**src/hdl/rdc_pkg.sv**
```systemverilog
package rdc_pkg;

    localparam int unsigned RADIX_W = 6;
    localparam int unsigned DIGIT_W = 6;
    localparam int unsigned CHAR_W  = 7;

    localparam logic [RADIX_W-1:0] RADIX_MIN   = RADIX_W'(2);
    localparam logic [RADIX_W-1:0] RADIX_MAX   = RADIX_W'(36);
    localparam logic [RADIX_W-1:0] RADIX_RESET = RADIX_W'(10);

    localparam logic [DIGIT_W-1:0] DEC_DIGITS = DIGIT_W'(10);
    localparam logic [CHAR_W-1:0]  ASCII_ZERO = CHAR_W'(8'h30);
    localparam logic [CHAR_W-1:0]  ASCII_A    = CHAR_W'(8'h41);

    typedef enum logic [1:0] {
        ST_IDLE,
        ST_DIV,
        ST_FETCH,
        ST_SHOW
    } t_state;

    typedef struct packed {
        logic load;
        logic cont;
    } t_div_ctrl;

    typedef struct packed {
        logic               done;
        logic               more;
        logic [DIGIT_W-1:0] digit;
    } t_div_stat;

    function automatic logic [CHAR_W-1:0] to_ascii(input logic [DIGIT_W-1:0] d);
        logic [CHAR_W-1:0] c;
        if (d >= DEC_DIGITS) begin
            c = ASCII_A + CHAR_W'(d - DEC_DIGITS);
        end else begin
            c = ASCII_ZERO + CHAR_W'(d);
        end
        return c;
    endfunction

endpackage

```
**src/hdl/rdc_in_if.sv**
```systemverilog
interface rdc_in_if;
    logic        valid;
    logic        ready;
    logic [63:0] value;

    modport source (output valid, output value, input ready);
    modport sink   (input valid, input value, output ready);
endinterface

```
**src/hdl/rdc_out_if.sv**
```systemverilog
interface rdc_out_if;
    logic       valid;
    logic       ready;
    logic [6:0] digit_char;
    logic       last_digit;

    modport source (output valid, output digit_char, output last_digit, input ready);
    modport sink   (input valid, input digit_char, input last_digit, output ready);
endinterface

```
**src/hdl/rdc_serial_div.sv**
```systemverilog
module rdc_serial_div
    import rdc_pkg::*;
#(
    parameter int unsigned VALUE_BITS = 64
) (
    input  logic                  i_clk,
    input  logic                  i_rst_n,
    input  t_div_ctrl             i_ctrl,
    input  logic [VALUE_BITS-1:0] i_value,
    input  logic [RADIX_W-1:0]    i_radix,
    output t_div_stat             o_stat
);

    localparam int unsigned BIT_W = $clog2(VALUE_BITS);
    localparam logic [BIT_W-1:0] BIT_LAST = BIT_W'(VALUE_BITS - 1);

    logic                  r_run;
    logic [BIT_W-1:0]      r_bit;
    logic [VALUE_BITS-1:0] r_quot;
    logic [DIGIT_W-1:0]    r_rem;
    logic                  r_nz;

    logic [DIGIT_W:0]      w_trial;
    logic [DIGIT_W:0]      w_diff;
    logic                  w_ge;
    logic [VALUE_BITS-1:0] n_quot;
    logic [DIGIT_W-1:0]    n_rem;
    logic                  n_nz;
    logic                  w_last;

    // one restoring step per cycle, quotient bits enter at the bottom
    always_comb begin
        w_trial = {r_rem, r_quot[VALUE_BITS-1]};
        w_ge    = w_trial >= {1'b0, i_radix};
        w_diff  = w_trial - {1'b0, i_radix};
        n_rem   = w_ge ? w_diff[DIGIT_W-1:0] : w_trial[DIGIT_W-1:0];
        n_quot  = {r_quot[VALUE_BITS-2:0], w_ge};
        n_nz    = r_nz | w_ge;
        w_last  = r_run && (r_bit == BIT_LAST);
    end

    assign o_stat.done  = w_last;
    assign o_stat.more  = n_nz;
    assign o_stat.digit = n_rem;

    always_ff @(posedge i_clk) begin
        if (!i_rst_n) begin
            r_run <= 1'b0;
        end else if (i_ctrl.load || i_ctrl.cont) begin
            r_run <= 1'b1;
        end else if (w_last) begin
            r_run <= 1'b0;
        end
    end

    always_ff @(posedge i_clk) begin
        if (i_ctrl.load) begin
            r_quot <= i_value;
            r_bit  <= '0;
            r_rem  <= '0;
            r_nz   <= 1'b0;
        end else if (i_ctrl.cont) begin
            r_quot <= n_quot;
            r_bit  <= '0;
            r_rem  <= '0;
            r_nz   <= 1'b0;
        end else if (r_run) begin
            r_quot <= n_quot;
            r_bit  <= r_bit + BIT_W'(1);
            r_rem  <= n_rem;
            r_nz   <= n_nz;
        end
    end

endmodule

```
**src/hdl/radix_digit_converter_core.sv**
```systemverilog
// operation: bit-serial division produces one digit at a time, each digit is
// written to the digit store, then the digits are read back from the store and presented
// throughput: one value at a time, up to MAX_DIGITS digits per value,
// with VALUE_BITS = MAX_DIGITS = 64 by default
// reset: synchronous active low, radix returns to 10, control goes idle,
// the digit store is not cleared
module radix_digit_converter_core
    import rdc_pkg::*;
#(
    parameter int unsigned VALUE_BITS = 64,
    parameter int unsigned MAX_DIGITS = 64
) (
    input  logic               i_clk,
    input  logic               i_rst_n,
    input  logic               i_cfg_we,
    input  logic [RADIX_W-1:0] i_cfg_wdata,
    rdc_in_if.sink             i_in,
    rdc_out_if.source          o_out
);

    localparam int unsigned IDX_W = $clog2(MAX_DIGITS);
    localparam logic [IDX_W-1:0] IDX_LAST = IDX_W'(MAX_DIGITS - 1);

    t_state               r_state;
    t_state               n_state;
    logic [IDX_W-1:0]     r_idx;
    logic [IDX_W-1:0]     n_idx;
    logic [RADIX_W-1:0]   r_radix;
    logic [RADIX_W-1:0]   n_radix;
    logic [DIGIT_W-1:0]   r_store [MAX_DIGITS];
    logic [DIGIT_W-1:0]   r_rd_data;

    t_div_ctrl w_div_ctrl;
    t_div_stat w_div_stat;
    logic      w_out_xfer;

    rdc_serial_div #(
        .VALUE_BITS (VALUE_BITS)
    ) u_div (
        .i_clk   (i_clk),
        .i_rst_n (i_rst_n),
        .i_ctrl  (w_div_ctrl),
        .i_value (i_in.value[VALUE_BITS-1:0]),
        .i_radix (r_radix),
        .o_stat  (w_div_stat)
    );

    // radix saturates to the legal range on write
    always_comb begin
        if (i_cfg_wdata < RADIX_MIN) begin
            n_radix = RADIX_MIN;
        end else if (i_cfg_wdata > RADIX_MAX) begin
            n_radix = RADIX_MAX;
        end else begin
            n_radix = i_cfg_wdata;
        end
    end

    always_ff @(posedge i_clk) begin
        if (!i_rst_n) begin
            r_radix <= RADIX_RESET;
        end else if (i_cfg_we) begin
            r_radix <= n_radix;
        end
    end

    assign w_out_xfer = o_out.valid && o_out.ready;

    always_comb begin
        n_state = r_state;
        case (r_state)
            ST_IDLE: begin
                if (i_in.valid) begin
                    n_state = ST_DIV;
                end
            end
            ST_DIV: begin
                if (w_div_stat.done && !(w_div_stat.more && r_idx != IDX_LAST)) begin
                    n_state = ST_FETCH;
                end
            end
            ST_FETCH: begin
                n_state = ST_SHOW;
            end
            ST_SHOW: begin
                if (w_out_xfer) begin
                    n_state = (r_idx == '0) ? ST_IDLE : ST_FETCH;
                end
            end
            default: begin
                n_state = ST_IDLE;
            end
        endcase
    end

    always_comb begin
        i_in.ready      = 1'b0;
        o_out.valid     = 1'b0;
        w_div_ctrl.load = 1'b0;
        w_div_ctrl.cont = 1'b0;
        case (r_state)
            ST_IDLE: begin
                i_in.ready      = 1'b1;
                w_div_ctrl.load = i_in.valid;
            end
            ST_DIV: begin
                w_div_ctrl.cont = w_div_stat.done && w_div_stat.more && (r_idx != IDX_LAST);
            end
            ST_SHOW: begin
                o_out.valid = 1'b1;
            end
            default: begin
                o_out.valid = 1'b0;
            end
        endcase
    end

    // digit index counts up while dividing, then back down while emitting
    always_comb begin
        n_idx = r_idx;
        if (w_div_ctrl.load) begin
            n_idx = '0;
        end else if (w_div_ctrl.cont) begin
            n_idx = r_idx + IDX_W'(1);
        end else if (w_out_xfer && r_idx != '0) begin
            n_idx = r_idx - IDX_W'(1);
        end
    end

    always_ff @(posedge i_clk) begin
        if (!i_rst_n) begin
            r_state <= ST_IDLE;
            r_idx   <= '0;
        end else begin
            r_state <= n_state;
            r_idx   <= n_idx;
        end
    end

    always_ff @(posedge i_clk) begin
        if (r_state == ST_DIV && w_div_stat.done) begin
            r_store[r_idx] <= w_div_stat.digit;
        end
        r_rd_data <= r_store[r_idx];
    end

    assign o_out.digit_char = to_ascii(r_rd_data);
    assign o_out.last_digit = (r_idx == '0);

    a_load_starts_div: assert property (@(posedge i_clk) disable iff (!i_rst_n)
        (i_in.valid && i_in.ready) |=> (r_state == ST_DIV))
        else $error("input transfer did not start a division");

    a_done_only_div: assert property (@(posedge i_clk) disable iff (!i_rst_n)
        w_div_stat.done |-> (r_state == ST_DIV))
        else $error("divider finished outside the divide phase");

    a_last_ends_run: assert property (@(posedge i_clk) disable iff (!i_rst_n)
        (w_out_xfer && o_out.last_digit) |=> (!o_out.valid && i_in.ready))
        else $error("output continued after the last digit");

    a_no_overlap: assert property (@(posedge i_clk) disable iff (!i_rst_n)
        i_in.ready |-> !o_out.valid)
        else $error("input accepted while digits are pending");

endmodule

```
**src/flat_wrapper.sv**
```systemverilog
// flat-port wrapper written by rule: the top's interface ports become plain ports
module radix_digit_converter_core_flat import rdc_pkg::*;
#(
    parameter int unsigned VALUE_BITS = 64,
    parameter int unsigned MAX_DIGITS = 64
)
  (i_clk, i_rst_n, i_cfg_we, i_cfg_wdata, i_in_valid, i_in_value, i_in_ready, o_out_valid, o_out_digit_char, o_out_last_digit, o_out_ready);
  rdc_in_if i_in_i ();
  rdc_out_if o_out_i ();
  input  logic i_clk;
  input  logic i_rst_n;
  input  logic i_cfg_we;
  input  logic [RADIX_W-1:0] i_cfg_wdata;
  input wire logic [$bits(i_in_i.valid)-1:0] i_in_valid;
  input wire logic [$bits(i_in_i.value)-1:0] i_in_value;
  output wire logic [$bits(i_in_i.ready)-1:0] i_in_ready;
  output wire logic [$bits(o_out_i.valid)-1:0] o_out_valid;
  output wire logic [$bits(o_out_i.digit_char)-1:0] o_out_digit_char;
  output wire logic [$bits(o_out_i.last_digit)-1:0] o_out_last_digit;
  input wire logic [$bits(o_out_i.ready)-1:0] o_out_ready;
  assign i_in_i.valid = i_in_valid;
  assign i_in_i.value = i_in_value;
  assign i_in_ready = i_in_i.ready;
  assign o_out_valid = o_out_i.valid;
  assign o_out_digit_char = o_out_i.digit_char;
  assign o_out_last_digit = o_out_i.last_digit;
  assign o_out_i.ready = o_out_ready;
  radix_digit_converter_core #(.VALUE_BITS(VALUE_BITS), .MAX_DIGITS(MAX_DIGITS)) u_core (.i_clk(i_clk), .i_rst_n(i_rst_n), .i_cfg_we(i_cfg_we), .i_cfg_wdata(i_cfg_wdata), .i_in(i_in_i), .o_out(o_out_i));
endmodule
```
**config.mk**
```make
export PLATFORM = sky130hd
export DESIGN_NAME = radix_digit_converter_core_flat
export DESIGN_NICKNAME = d
export VERILOG_FILES = /design/src/hdl/rdc_pkg.sv /design/src/hdl/rdc_in_if.sv /design/src/hdl/rdc_out_if.sv /design/src/hdl/rdc_serial_div.sv /design/src/hdl/radix_digit_converter_core.sv /design/src/flat_wrapper.sv
export SDC_FILE = /design/constraint.sdc
export NUM_CORES = 1
export LEC_CHECK = 0
export ABC_AREA = 1
export ABC_CLOCK_PERIOD_IN_PS = 3910
export BUFFER_PORTS_ARGS = -buffer_cell sky130_fd_sc_hd__buf_2
export CAP_MARGIN = 0
export CORE_MARGIN = 4
export CORE_UTILIZATION = 35
export CTS_CLUSTER_SIZE = 14
export DETAILED_ROUTE_END_ITERATION = 12
export SETUP_SLACK_MARGIN = 0.1
export SYNTH_ARGS = -nofsm -noshare
export SYNTH_HDL_FRONTEND = slang
export SYNTH_HIERARCHICAL = 1
export SYNTH_SLANG_ARGS = --single-unit
```
**constraint.sdc**
```tcl
create_clock -name i_clk -period 3.91 [get_ports i_clk]
set_clock_uncertainty 0.15 [all_clocks]
set_input_delay 0.391 -clock i_clk [delete_from_list [all_inputs] [get_ports i_clk]]
set_output_delay 0.391 -clock i_clk [all_outputs]
set_load 0.03 [all_outputs]
```
==> results of run 1 <==
==> timing repair <==
action                    CTS  global route
hold buffers               75             0
setup buffers               0             0
hold endpoints to repair   72             0
==> layer usage <==
metal / track usage, % / vias to the layer above / part of all wire, % / wire, um
li1: - / 7570 / - / -
met1: 22.2 / 7452 / 45 / 23800
met2: 27.4 / 473 / 47 / 25200
met3: 2.99 / 86 / 6.2 / 3300
met4: 4.74 / 0 / 2.2 / 1170
met5: 0 / - / 0 / 0
==> area by class of cell <==
| class | instances | area [um2] |
|---|---|---|
| fill | 5790 | 35000 |
| sequential | 482 | 14100 |
| multi-input combinational | 1598 | 6540 |
| timing repair buffer | 218 | 1690 |
| clock buffer | 74 | 1470 |
| tap | 782 | 978 |
| inverter | 68 | 265 |
| clock inverter | 19 | 231 |
==> synth_stat cells, drive strengths merged <==
cell type     n  area, um2
ha           16        200
nand3        33        203
o21ai        21        105
edfxtp      448      13500
a31oi         1       6.26
dfxtp        34        681
nor3b         1       7.51
nand2      1363       5140
and2          3       18.8
xor2          4       35.0
clkbuf       29        109
inv          68        260
o21a          1       7.51
buf          63        322
nor2        105        420
a211oi        1       7.51
a21boi        1       7.51
fa            2       40.0
a21o          1       8.76
or2           1       8.76
nor3         12        105
a22o          1       8.76
a21oi        19       95.1
nand3b        1       7.51
nand4         8       50.1
xnor2         3       26.3
==> critical path, cell delays in order (launching register included) <==
cell	delay [ns]
dfxtp_1	0.34
inv_1	0.05
ha_1	0.36
nand2_1	0.09
nand2_1	0.08
a21oi_1	0.24
nand3_4	0.17
inv_4	0.11
nand2_1	0.11
nand3_4	0.17
inv_2	0.06
nor2_2	0.18
inv_1	0.12
nor2_2	0.23
inv_2	0.11
buf_12	0.21
==> logic make-up (layout without fill, tap and decap cells) <==
group           after synthesis  count (layout)  synth area share, %
compound gates               46              46                 1.16
simple gates               1527            1527                 28.0
xor+xnor                      7               7                0.287
fa+ha+maj                    18              18                 1.13
flops                       482             482                 66.2
buf+inv                     160             379                 3.24
==> path summary, 6_finish.rpt <==
| path | start | to | slack [ns] |
|---|---|---|---|
| min reg2reg | u_core/r_radix[2] | u_core/r_radix[2] | 0.32 |
| min | o_out_ready | u_core/r_state[1] | 0.07 |
| max reg2reg | u_core/r_radix[4] | u_core/u_div/r_quot[36] | 0.76 |
| max | u_core/r_radix[4] | u_core/u_div/r_quot[36] | 0.76 |
==> sequential cells by signal, indices dropped and copies added, names as in the netlist <==
name	flops
u_core/r_store	384
u_core/u_div/r_quot	64
u_core/r_idx	6
u_core/r_radix	6
u_core/r_rd_data	6
u_core/u_div/r_bit	6
u_core/u_div/r_rem	6
u_core/r_state	2
u_core/u_div/r_nz	1
u_core/u_div/r_run	1
==> through the flow <==
| step | util (%) | setup WS (ns) |
|---|---|---|
| after floorplan | - | 0.252 |
| after CTS | 41.9 | 0.817 |
| final | 41.9 | 0.762 |
| after detailed placement | 37.9 | 0.812 |
| after global routing | 41.9 | 0.495 |
| after global placement | 37.9 | 0.895 |
==> power by group through the flow <==
stage	sequential [mW]	clock, mW	combinational, mW
after global placement	7.28	0	2.57
after detailed placement	7.29	0	2.59
after CTS	7.18	5.01	2.65
final	7.18	4.90	2.61
after global routing	7.20	5.23	2.85
after floorplan	7.31	0	1.16
==> impl_metrics.ini, run 1 <==
[power_and_ir_drop]
power_density_nw_per_um2 = 580
power_frac_comb_pct = 17.8
total_power_mw = 14.7
vdd_drop_max_v = 0.000895
p_leak_nw = 10.7
internal-power_mw = 10.6
swShare_pct = 28.1
p_switching_mw = 4.13
p_clk_share_pct = 33.3
pwr-share-seq_pct = 48.9

[synth]
yosysSeqAreaShare_pct = 66.2
synth_cell_types = 37
yosys_warnings = 6
synth_nets = 2333
syn-cell-area_um2 = 21300
ys_seq_elements = 482
netlist_instances = 2240
syn_avg_cell_area_um2 = 9.53

[clock_tree]
clock_latency_ns = 0.58
clk_pin_slew_worst_paths_ns = 0.06
root_buffer = clkbuf_16
cts_tree = done
clockBufferDepth = 3
cts_buffers = 51
numClockSinks = 482
cts_resized = 0
h-tree-depth = 2

[run]
maxCapViolCount = 0

[floorplanning]
die_w_um = 255
core_area_um2 = 60400
die_h_um = 255
ioPinCount = 85
die_area_um2 = 65000
row_count = 90
initial_core_util_pct = 35.4

[layout]
final_cells = 3241
area_growth_syn_to_layout_pct = 18.6
final_layout_size_suffix_gt1_share_pct = 10.5
layout.nets = 2512
final_cell_mix = nand2_1 (1354), edfxtp_1 (448), nor2_1 (99)
layout_commonest_cell = nand2_1
fin_area_um2 = 25300
antenna_cells = 0

[routing]
via_per_inst = 4.81
drtPass1Iterations = 5
drt_iter0_drc = 1262
num_vias = 15600
detail-route-antenna-nets = 0
wl_per_cell_um = 16.5
drc = 0
wl_um = 53500

[run_status]
outcome = finished clean

[placement]
place_inst = 3073
post_dp_cell_area_um2 = 22900
port_buffers = 84
gp_congestion = 0.861
hpwlAfterDp_um = 32100

[timing]
hold_viol = 0
drv_slew = 0
hold_slack_ns = 0.0743
setup_viol_count_final = 0
fin_crit_ns = 3.15
totalNegativeSetupSlack_ns = 0
period_share_pct = 80.5
rsz0062_at_grt = no
worst_slew_pin_slew_ns = 1.20
slew_headroom_pct = 19.8
max_freq_ghz = 0.318

[worst_setup_path]
start_kind = flip-flop
end_kind = flip-flop
r2r_cells = 15
required_ns = 4.04
arrival_ns = 3.28
crit_type = reg -> reg
path_max_fanout = 63

[grt]
grt_pass1_wl_um = 84900
antenna_found_initial = 0
grt_pass1_vias = 15800
grt_use_total_pct = 16.4
overflow = 0
grt_max_degree = 152

[min_path]
hold_path_class = in -> reg
min_path_cells = 5
Note: power is estimated with default switching activity, not from simulation.
==> run 2, diff against run 1 <==
--- a/config.mk
+++ b/config.mk
@@ -5,8 +5,8 @@
 export SDC_FILE = /design/constraint.sdc
 export NUM_CORES = 1
 export LEC_CHECK = 0
-export ABC_AREA = 1
-export ABC_CLOCK_PERIOD_IN_PS = 3910
+export ABC_AREA = 0
+export ABC_CLOCK_PERIOD_IN_PS = 3100
 export BUFFER_PORTS_ARGS = -buffer_cell sky130_fd_sc_hd__buf_2
 export CAP_MARGIN = 0
 export CORE_MARGIN = 4
==> constraint.sdc (replaced) <==
create_clock -name i_clk -period 3.1 [get_ports i_clk]
set_clock_uncertainty 0.15 [all_clocks]
set_input_delay 0.31 -clock i_clk [delete_from_list [all_inputs] [get_ports i_clk]]
set_output_delay 0.31 -clock i_clk [all_outputs]
set_load 0.03 [all_outputs]
==> run 2 against run 1 <==
Compared with the run above: routed wire length decreased by 5.0%; utilization increased by 2.0 points; total power up 9.5%; first-iteration DRC count fell by 15%; synthesized cell count decreased by 44%; final cell count shrank 29%.
==> impl_metrics.ini, run 2 <==
[grt]
met3_usage_pct = 2.74
grt_pass1_wl_um = 77000
overflow = 0
grt_use_total_pct = 16.4
antenna_found_initial = 0
grt_most_used_layer = met2
grt_use_met1_pct = 22.2
use_met2_pct = 27.8
grt_max_degree = 67
grt_pass1_vias = 12400

[routing]
drtPass1Iterations = 5
via_per_inst = 5.26
num_vias = 12200
drc = 0
detail-route-antenna-nets = 0
wl_per_cell_um = 21.9
wl_um = 50800
drt_iter0_drc = 1070

[timing]
setup_viol_count_final = 0
setup_ws_ns = 0.0478
period_share_pct = 98.5
worst_slew_pin_slew_ns = 1.01
hold_slack_ns = 0.0604
hold_viol = 0
max_freq_ghz = 0.328
slew_headroom_pct = 32.6
fin_crit_ns = 3.05
rsz0062_at_grt = yes
drv_slew = 0

[synth]
netlist_top_cells_count = edfxtp_1 (448), nor2_1 (107), mux2_2 (99)
yosys_warnings = 6
yosysSeqAreaShare_pct = 70.5
synth_top_family_by_area = multiplexers
synth_mux_area_share_pct = 12.0
post_synth_fa_ha_maj_area_fraction_pct = 1.20
syn_avg_cell_area_um2 = 16.0
synth_compound_area_share_pct = 7.66
synth_edf_count = 448
synth_top_cell_by_area = edfxtp_1
yosys-top-cells-area = edfxtp_1 (67%), mux2_2 (5.6%), mux4_2 (3.9%)
synth_flop_cell = edfxtp_1
synth-simple-area-share_pct = 5.75
synth_xor_area_share_pct = 0.611
ys_seq_elements = 482
async_reset_ff_share_pct = 0
synth_cell_types = 72
netlist.area_leader.share_pct = 67.1
netlist_instances = 1251
synth_nets = 1344
syn-cell-area_um2 = 20100
yosysMostFrequentCell = edfxtp_1

[power_and_ir_drop]
p_leak_nw = 8.46
power_density_nw_per_um2 = 647
vdd_drop_max_v = 0.000454

[worst_setup_path]
r2r_cells = 15
crit_type = reg -> reg
end_kind = flip-flop
rrSetupSlack_ns = 0.05
path_max_fanout = 4
timing.rr.end = u_core/r_idx[4]
start_kind = flip-flop
required_ns = 3.47
arrival_ns = 3.42
r2r_start = u_core/u_div/r_quot[63]

[clock_tree]
cts_buffers = 49
clock_latency_ns = 0.58
numClockSinks = 482
root_buffer = clkbuf_16
clockBufferDepth = 3
clk_pin_slew_worst_paths_ns = 0.06
h-tree-depth = 2
cts_tree = done

[layout]
fin_area_um2 = 24900
layout.nets = 1612
antenna_cells = 0
reg_top3 = u_core/r_store x384, u_core/u_div/r_quot x64
postLayoutCoreUtil_pct = 43.9
final_layout_size_suffix_gt1_share_pct = 30.1
largest_reg_flops = 384
layout_commonest_cell = edfxtp_1
area_growth_syn_to_layout_pct = 24.0
final_cell_mix = edfxtp_1 (448), buf_4 (112), mux2_2 (99)
largest-register = u_core/r_store

[placement]
pre_cts_slack_ns = -0.0863
gp_congestion = 0.837
port_buffers = 84
post_dp_cell_area_um2 = 22000
hpwlAfterDp_um = 31900

[run_status]
outcome = finished clean

[floorplanning]
row_count = 87
die_w_um = 247
die_area_um2 = 61200
ioPinCount = 85
initial_core_util_pct = 35.4
die_h_um = 247
core_area_um2 = 56600

[min_path]
min_path_cells = 2
holdPathEnd = u_core/r_radix[1]
worstHoldStart = i_cfg_we
hold_path_class = in -> reg

[run]
maxCapViolCount = 0
## run 2: metal layers
metal / vias up / share of wire [%]
li1: 5459 / -
met1: 6187 / 41
met2: 441 / 50
met3: 85 / 6.5
met4: 0 / 2.3
met5: - / 0
## run 2: area by class of cell
class / instances / area (um2)
inverter: 29 / 109
clock buffer: 68 / 1380
fill: 4992 / 31700
multi-input combinational: 667 / 5620
tap: 756 / 946
sequential: 482 / 14100
timing repair buffer: 290 / 2330
clock inverter: 24 / 330
## run 2: stage by stage
stage	std cells	total power, mW	TNS (ns)
after floorplan	1251	9.12	0
after global placement	2126	9.86	0
after detailed placement	2126	9.92	-0.124
after CTS	2303	16.2	0
after global routing	2316	16.7	-0.398
final	2316	16.1	0
## run 2: what timing repair did
item	4_1_cts	5_1_grt
pin swaps	8	9
setup endpoints to repair	18	240
cloned	0	2
buffers inserted	6	11
hold buffers	79	0
gates resized for setup	7	20
hold endpoints to repair	74	0
## run 2: worst max-delay path by stage
stage | start | to | slack, ns | depth (start not counted)
after floorplan | u_core/u_div/r_quot[63] | u_core/r_idx[5] | 0.11 | 15
after global placement | u_core/u_div/r_quot[63] | u_core/r_idx[4] | 0.03 | 15
after detailed placement | u_core/u_div/r_quot[63] | u_core/r_idx[5] | -0.09 | 14
after CTS | u_core/u_div/r_quot[63] | u_core/r_idx[5] | 0.02 | 14
after global routing | u_core/u_div/r_quot[63] | u_core/r_idx[4] | -0.12 | 15
final | u_core/u_div/r_quot[63] | u_core/r_idx[4] | 0.05 | 15
## run 2: where the power goes
part / switching [mW] / internal (mW)
sequential: 0.0574 / 8.09
combinational: 1.21 / 0.546
clock: 2.48 / 3.71
## run 2: logic make-up after synthesis
logic type	Yosys count
AND/OR/NAND/NOR	241
multiplexers	183
AO/OA/AOI/OAI	211
XOR/XNOR	14
flip-flops	482
buffers and inverters	102
adder cells (fa/ha/maj)	18
## run 2: worst max-delay path, cell delays in order, from the launching register on
cell and delay (ns):
edfxtp_1 0.36, inv_2 0.06, ha_4 0.26, and2b_1 0.19, o21ai_2 0.17, a21oi_2 0.08, or2b_1 0.19, inv_1 0.04
a311o_1 0.34, buf_6 0.16, fa_2 0.33, a21o_1 0.18, a21oi_2 0.14, xnor2_1 0.13, mux2i_1 0.09, nor2_1 0.13
